<file path="config.mk">
export PLATFORM = sky130hd
export DESIGN_NAME = psde_term
export DESIGN_NICKNAME = d
export VERILOG_FILES = /design/src/rtl/psde_pkg.sv /design/src/rtl/psde_term.sv
export SDC_FILE = /design/constraint.sdc
export NUM_CORES = 2
export LEC_CHECK = 0
export BUFFER_PORTS_ARGS = -buffer_cell sky130_fd_sc_hd__buf_2
export CORE_MARGIN = 10
export CORE_UTILIZATION = 45
export DETAILED_ROUTE_END_ITERATION = 12
export PLACE_DENSITY = 0.67
export SKIP_LAST_GASP = 1
export SLEW_MARGIN = 25
export SYNTH_ARGS = -nofsm -noshare
export SYNTH_HDL_FRONTEND = slang
export SYNTH_SLANG_ARGS = --single-unit
</file>
<file path="constraint.sdc">
create_clock -name clk -period 20.1 [get_ports clk]
set_input_delay 3.015 -clock clk [delete_from_list [all_inputs] [get_ports clk]]
set_output_delay 3.015 -clock clk [all_outputs]
set_load 0.05 [all_outputs]
</file>
<file path="src/rtl/psde_pkg.sv">
// Shared constants and codes for the post-seismic deformation evaluator.
// No dependencies; every other file imports this package.
`default_nettype none
package psde_pkg;

    // model codes
    localparam logic [2:0] OP_NONE    = 3'd0;
    localparam logic [2:0] OP_LOG     = 3'd1;
    localparam logic [2:0] OP_EXP     = 3'd2;
    localparam logic [2:0] OP_LOG_EXP = 3'd3;
    localparam logic [2:0] OP_TWO_EXP = 3'd4;

    // ratio format: unsigned Q.30
    localparam int          QB    = 30;
    localparam logic [30:0] ONE_Q = 31'h4000_0000;
    localparam logic [29:0] LN2_Q = 30'd744261118;

    // quotient width of (dt << 30) / t
    localparam int DIV_Q_W = 32 + QB;

    // stage counts of the units
    localparam int DIV_LAT  = DIV_Q_W;
    localparam int LOG_LAT  = 38;
    localparam int EXP_LAT  = 46;
    localparam int TERM_LAT = 3;

    localparam logic signed [40:0] OUT_MAX = 41'sd549755813887;
    localparam logic signed [40:0] OUT_MIN = -41'sd549755813888;

endpackage
`default_nettype wire

</file>
<file path="src/rtl/psde_term.sv">
// One deformation term: amplitude times a Q.30 factor, rounded to the amplitude scale.
// Depends on psde_pkg.
`default_nettype none
module psde_term import psde_pkg::*;
(
    input  logic               clk,
    input  logic signed [31:0] amp,
    input  logic [34:0]        factor,
    output logic signed [38:0] term
);

    logic               neg1_reg;
    logic [31:0]        mag_reg;
    logic [29:0]        f24_reg;
    logic               neg2_reg;
    logic [61:0]        prod_reg;
    logic signed [38:0] term_reg;

    always_ff @(posedge clk)
    begin
        logic [62:0] rnd;
        logic [37:0] q;
        neg1_reg <= amp[31];
        mag_reg  <= amp[31] ? (~amp + 32'd1) : amp;
        f24_reg  <= 30'((36'(factor) + 36'd32) >> 6);

        neg2_reg <= neg1_reg;
        prod_reg <= 62'(mag_reg) * 62'(f24_reg);

        // round half away from zero on the magnitude, then reapply the sign
        rnd = 63'(prod_reg) + 63'(24'h80_0000);
        q   = rnd[61:24];
        term_reg <= neg2_reg ? -$signed({1'b0, q}) : $signed({1'b0, q});
    end

    assign term = term_reg;

endmodule
`default_nettype wire
</file>
# Yosys cells after proc, flatten, opt, wreduce, memory -nomap -nowiden
# Index checks and enable logic that the tools add are counted.
dict set report totals {
  inputBits 68
  wordCells 16
  register_bits 165
}
dict set report op_classes {
  muxes 2
  n_bitwise 1
  n_addsub 4
  mul 1
}
# cell count
set ops {}
lappend ops {{62-bit by 24-bit adder with 62-bit output (second input constant)} 1}
lappend ops {{32-bit by 30-bit multiplier with 62-bit output} 1}
lappend ops {{38-bit negation with 39-bit output} 1}
lappend ops {{38-bit two-way mux} 1}
lappend ops {{35-bit by 6-bit adder with 36-bit output (second input constant)} 1}
lappend ops {{32-bit by 1-bit adder with 32-bit output (second input constant)} 1}
lappend ops {{32-bit inverter} 1}
lappend ops {{31-bit two-way mux} 1}

# Logic depth before layout (Yosys ltp)
dict set report logic_depth {
  depth_word 3
  mapped_depth 29
  mapped_depth_nobuf 27
}

# Worst setup path after synthesis
# Ideal clock, no wire load.
dict set report synth_path {
  path_kind {reg-to-reg}
  start {reg f24_reg[6]}
  end {reg prod_reg[54]}
  period_less_slack_ns 7.231
  slack_ns 12.869
  path_stages_with_launch 27
  arrival_time_ns 7.159
  setup_ns 0.072
  path_cell_list {dfxtp_1 -> clkbuf_1 -> nand2_1 -> fa_1 -> inv_1 -> fa_1 -> inv_1 -> fa_1 -> inv_1 -> fa_1 -> fa_1 -> fa_1 -> fa_1 -> inv_1 -> fa_1 -> inv_1 -> ha_1 -> clkbuf_1 -> a21oi_1 -> o21ai_0 -> a221o_1 -> and2_0 -> a211oi_1 -> a311oi_1 -> a211o_1 -> a21oi_1 -> xnor2_1}
}
dict set report synth_via {
  elab_chain_len 1
}
# element line_no
set synth_lines {}
lappend synth_lines {{start: declaration} psde_term.sv:14} ;# logic [29:0] f24_reg;
lappend synth_lines {{start signal: assignment} psde_term.sv:25} ;# f24_reg <= 30'((36'(factor) + 36'd32) >> 6);
lappend synth_lines {{32-bit by 30-bit multiplier with 62-bit output} psde_term.sv:28} ;# prod_reg <= 62'(mag_reg) * 62'(f24_reg);
lappend synth_lines {{end signal: assignment} psde_term.sv:28}
lappend synth_lines {{end: declaration} psde_term.sv:16} ;# logic [61:0] prod_reg;
# No other way between the ends.
# A chain may end at the register's enable or synchronous reset.

# Worst setup path after layout
dict set report layout_path {
  start {reg mag_reg[13]}
  end {reg prod_reg[61]}
}
dict set report layout_via {
  elab_chain_len 1
}
# element line_no
set layout_lines {}
lappend layout_lines {{start: declaration} psde_term.sv:13} ;# logic [31:0] mag_reg;
lappend layout_lines {{start signal: assignment} psde_term.sv:24} ;# mag_reg <= amp[31] ? (~amp + 32'd1) : amp;
lappend layout_lines {{32-bit by 30-bit multiplier with 62-bit output} psde_term.sv:28}
# No other way between the ends.

==> qor.log <==
[status] run status completed
[floorplan] placement row count 104
[route] vias after detailed routing 26435
[layout] Post-layout nets 5087
[synthesis] count of unique library cells instantiated by Yosys 70
[placed_design] number of port buffers 101
[global_routing] vias in the first global route 28010
[route] mean number of vias per cell 5.28
[route] drt drc 0
[synthesis] number of instances in the synthesized netlist 3978
[synthesis] synthesized netlist net count 5132
[synthesis] Avg Inst Size Synth 9.16 um2
[setup_path] nature of the critical path endpoint register
[route] Detailed Route Iter0 Violations 1708
[placed_design] Detail Placement HPWL 70300 um
[setup_path] Crit path required time 20.45 ns
[synthesis] async set-reset flop share out of synthesis 0
[setup_path] Worst Setup Path Type register to register
[timing] count of endpoints failing hold in the final timing report 0
[setup_path] maximum fanout count along the critical path 18
[cts] number of H-tree levels 4
[timing] Tcrit/Tclk final 0.472
[synthesis] share of the synthesized area in the top cell type 0.459
[floorplan] DIE AREA 92700 um2
[synthesis] Top FF cell, synth sky130_fd_sc_hd__dfxtp_1
[synthesis] number of warning messages in the yosys log 0
[layout] fraction of final layout cells sized beyond drive strength 1 0.0583
[cts] clock transition time at the flip-flop clock pins of the worst setup and hold paths 0.06 ns
[setup_path] startpoint kind of the worst setup timing path register
[cts] root buf cell sky130_fd_sc_hd__clkbuf_16
[synthesis] number of enable flip-flop cells after synthesis 0
[layout] Layout Area Growth over Synthesis 5.80%
[cts] CTS tree built
[placed_design] global placer's final weighted congestion 0.890
[timing] worst-case clock skew 0.00975 ns
[cts] number of buffers inserted during clock tree synthesis 17
[floorplan] Initial Utilization 0.453
[timing] Max Freq 105 MHz
[cts] sinks on the clock net 142
[worst_hold_path] min-delay worst type register to register
[synthesis] top cell type by total area after synthesis sky130_fd_sc_hd__fa_1
[cts] insertion delay of the later-clocked pin in the worst-skew pair 0.46 ns
[layout] Filler Cells Inserted 7626
[cts] total setup buffers inserted after CTS 0
[floorplan] die extent in y 305 um
[global_routing] number of antenna violations at the first check in global routing 4
[route] Total Routed Length 96100 um
[floorplan] I/O pin cnt 107
[cts] total of cells resized after clock tree synthesis 0
[timing] worst-case headroom to the max-slew limit 0.268
[timing] unrepaired setup endpoints after global routing false
[global_routing] total routing resource utilization after global routing 0.211
[synthesis] netlist area before placement 36400 um2
[global_routing] remaining global-route overflow 0
[cts] Longest Clk Path Bufs 2
[floorplan] width of the chip 305 um
[run] count of max-cap constraint violations 0
[timing] min cycle time layout 9.48 ns
[global_routing] first-pass GRT wire length 155000 um
[cts] hold_buf cts 0
[route] number of routed nets with antenna violations 0
[timing] post-route setup TNS 0 ns
[setup_path] data arrival time of the critical path 9.83 ns
[synthesis] top post-synthesis cells by area sky130_fd_sc_hd__fa_1, sky130_fd_sc_hd__and2_1, sky130_fd_sc_hd__inv_1, sky130_fd_sc_hd__ha_1, sky130_fd_sc_hd__dfxtp_1
[synthesis] Synth Register Bits 142
[timing] number of setup violations in the final report 0
[floorplan] area inside the core boundary 80400 um2
[timing] Max Transition Viols Final 0
[timing] slew at the pin closest to its max-slew limit 1.10 ns
[global_routing] pin count of the biggest net entering global routing 43
[synthesis] share of synthesized area occupied by flip-flops and latches 0.0780
[route] detailed-route wire length per cell 19.2 um
[route] Pre-Repair DR Iteration Count 5
## logic make-up after synthesis
family          count (synthesis)  synth area share
flops                         142            0.0780
xor+xnor                      178            0.0428
simple gates                 1279             0.183
mux                             6           0.00179
buf+inv                      1072             0.111
fa+ha+maj                    1086             0.545
compound gates                215            0.0383
## worst max-delay path: stages (launching register included)
cell and delay (ns):
sky130_fd_sc_hd__dfxtp_1 0.75, sky130_fd_sc_hd__buf_4 0.43, sky130_fd_sc_hd__nand2_1 0.12, sky130_fd_sc_hd__fa_1 0.52, sky130_fd_sc_hd__inv_1 0.05, sky130_fd_sc_hd__fa_1 0.51, sky130_fd_sc_hd__inv_1 0.06, sky130_fd_sc_hd__fa_1 0.48
sky130_fd_sc_hd__inv_1 0.05, sky130_fd_sc_hd__fa_1 0.48, sky130_fd_sc_hd__fa_1 0.59, sky130_fd_sc_hd__fa_1 0.47, sky130_fd_sc_hd__fa_1 0.51, sky130_fd_sc_hd__inv_1 0.05, sky130_fd_sc_hd__fa_1 0.47, sky130_fd_sc_hd__inv_1 0.09
sky130_fd_sc_hd__ha_1 0.43, sky130_fd_sc_hd__nand4_1 0.38, sky130_fd_sc_hd__nor2_1 0.62, sky130_fd_sc_hd__nand2_1 0.12, sky130_fd_sc_hd__o22ai_1 0.62, sky130_fd_sc_hd__a211oi_1 0.43, sky130_fd_sc_hd__a311oi_1 0.50, sky130_fd_sc_hd__o21ai_0 0.25
sky130_fd_sc_hd__o311ai_0 0.35
## cell usage after synthesis (all sizes together) (4+ instances only)
library cell,instances
a211oi,5
buf,6
o311ai,4
a31oi,10
dfxtp,142
and3,22
nand3,39
o31ai,17
or4,6
a21oi,53
nor4,15
nor2,50
nand4,32
nor2b,6
o211ai,4
nand2,486
a311oi,5
xnor2,132
or2,4
ha,251
fa,835
a21o,22
and2,556
o21bai,6
inv,857
xor2,46
nand2b,10
mux2i,5
or3,22
o21ai,54
clkbuf,209
nor3,22
## per-stage QoR
stage	hold WS, ns	worst slack (ns)	instance area [um2]	cells	utilization
floorplan	0.310	12.87	36400	3978	-
global placement	0.312	10.87	37900	4974	0.471
finish	0.329	10.62	38500	5008	0.479
CTS	0.331	10.83	38500	5005	0.479
detailed placement	0.318	10.89	37900	4974	0.471
global route	0.344	10.37	38500	5007	0.479
## per-layer routing
metal,vias to the layer above,track usage,share of wire
met2,932,0.354,0.49
li1,11638,-,-
met1,13641,0.261,0.39
met5,-,0,0
met4,0,0.105,0.052
met3,224,0.0336,0.070
## worst paths after layout
kind | start | to | slack (ns) | cells after the start
worst max-delay path | mag_reg[13] | prod_reg[61] | 10.62 | 24
worst min-delay path | neg1_reg | neg2_reg | 0.33 | 0
worst max register to register | mag_reg[13] | prod_reg[61] | 10.62 | 24
worst min register to register | neg1_reg | neg2_reg | 0.33 | 0
## final cells by class
| cell class | instances | area (um2) | area share |
|---|---|---|---|
| Clock inverter | 10 | 210 | 0.00545 |
| Sequential cell | 142 | 2880 | 0.0747 |
| Multi-Input combinational cell | 2764 | 29600 | 0.767 |
| Antenna cell | 3 | 7.51 | 0.000195 |
| Inverter | 857 | 3220 | 0.0835 |
| Clock buffer | 21 | 460 | 0.0119 |
| Timing Repair Buffer | 151 | 881 | 0.0229 |
| Tap cell | 1060 | 1330 | 0.0344 |
## layout by cell type (no fill, tap or decap), drive strengths merged, types with 4 or more instances in the layout
cell / synthesis / layout
mux2i: 5 / 5
nor4: 15 / 15
nand2: 486 / 486
or2: 4 / 4
xnor2: 132 / 132
nor3: 22 / 22
o31ai: 17 / 17
a211oi: 5 / 5
clkbuf: 209 / 21
a311oi: 5 / 5
o311ai: 4 / 4
nand4: 32 / 32
a21oi: 53 / 53
bufinv: 0 / 6
dfxtp: 142 / 142
or3: 22 / 22
buf: 6 / 151
or4: 6 / 6
o21ai: 54 / 54
a31oi: 10 / 10
nand2b: 10 / 10
ha: 251 / 251
fa: 835 / 835
nor2b: 6 / 6
o211ai: 4 / 4
nand3: 39 / 39
and3: 22 / 22
a21o: 22 / 22
o21bai: 6 / 6
and2: 556 / 556
xor2: 46 / 46
nor2: 50 / 50
inv: 857 / 857
Power is not shown: default switching activity piles up to over one toggle a cycle in this logic, so the estimate is an artifact.
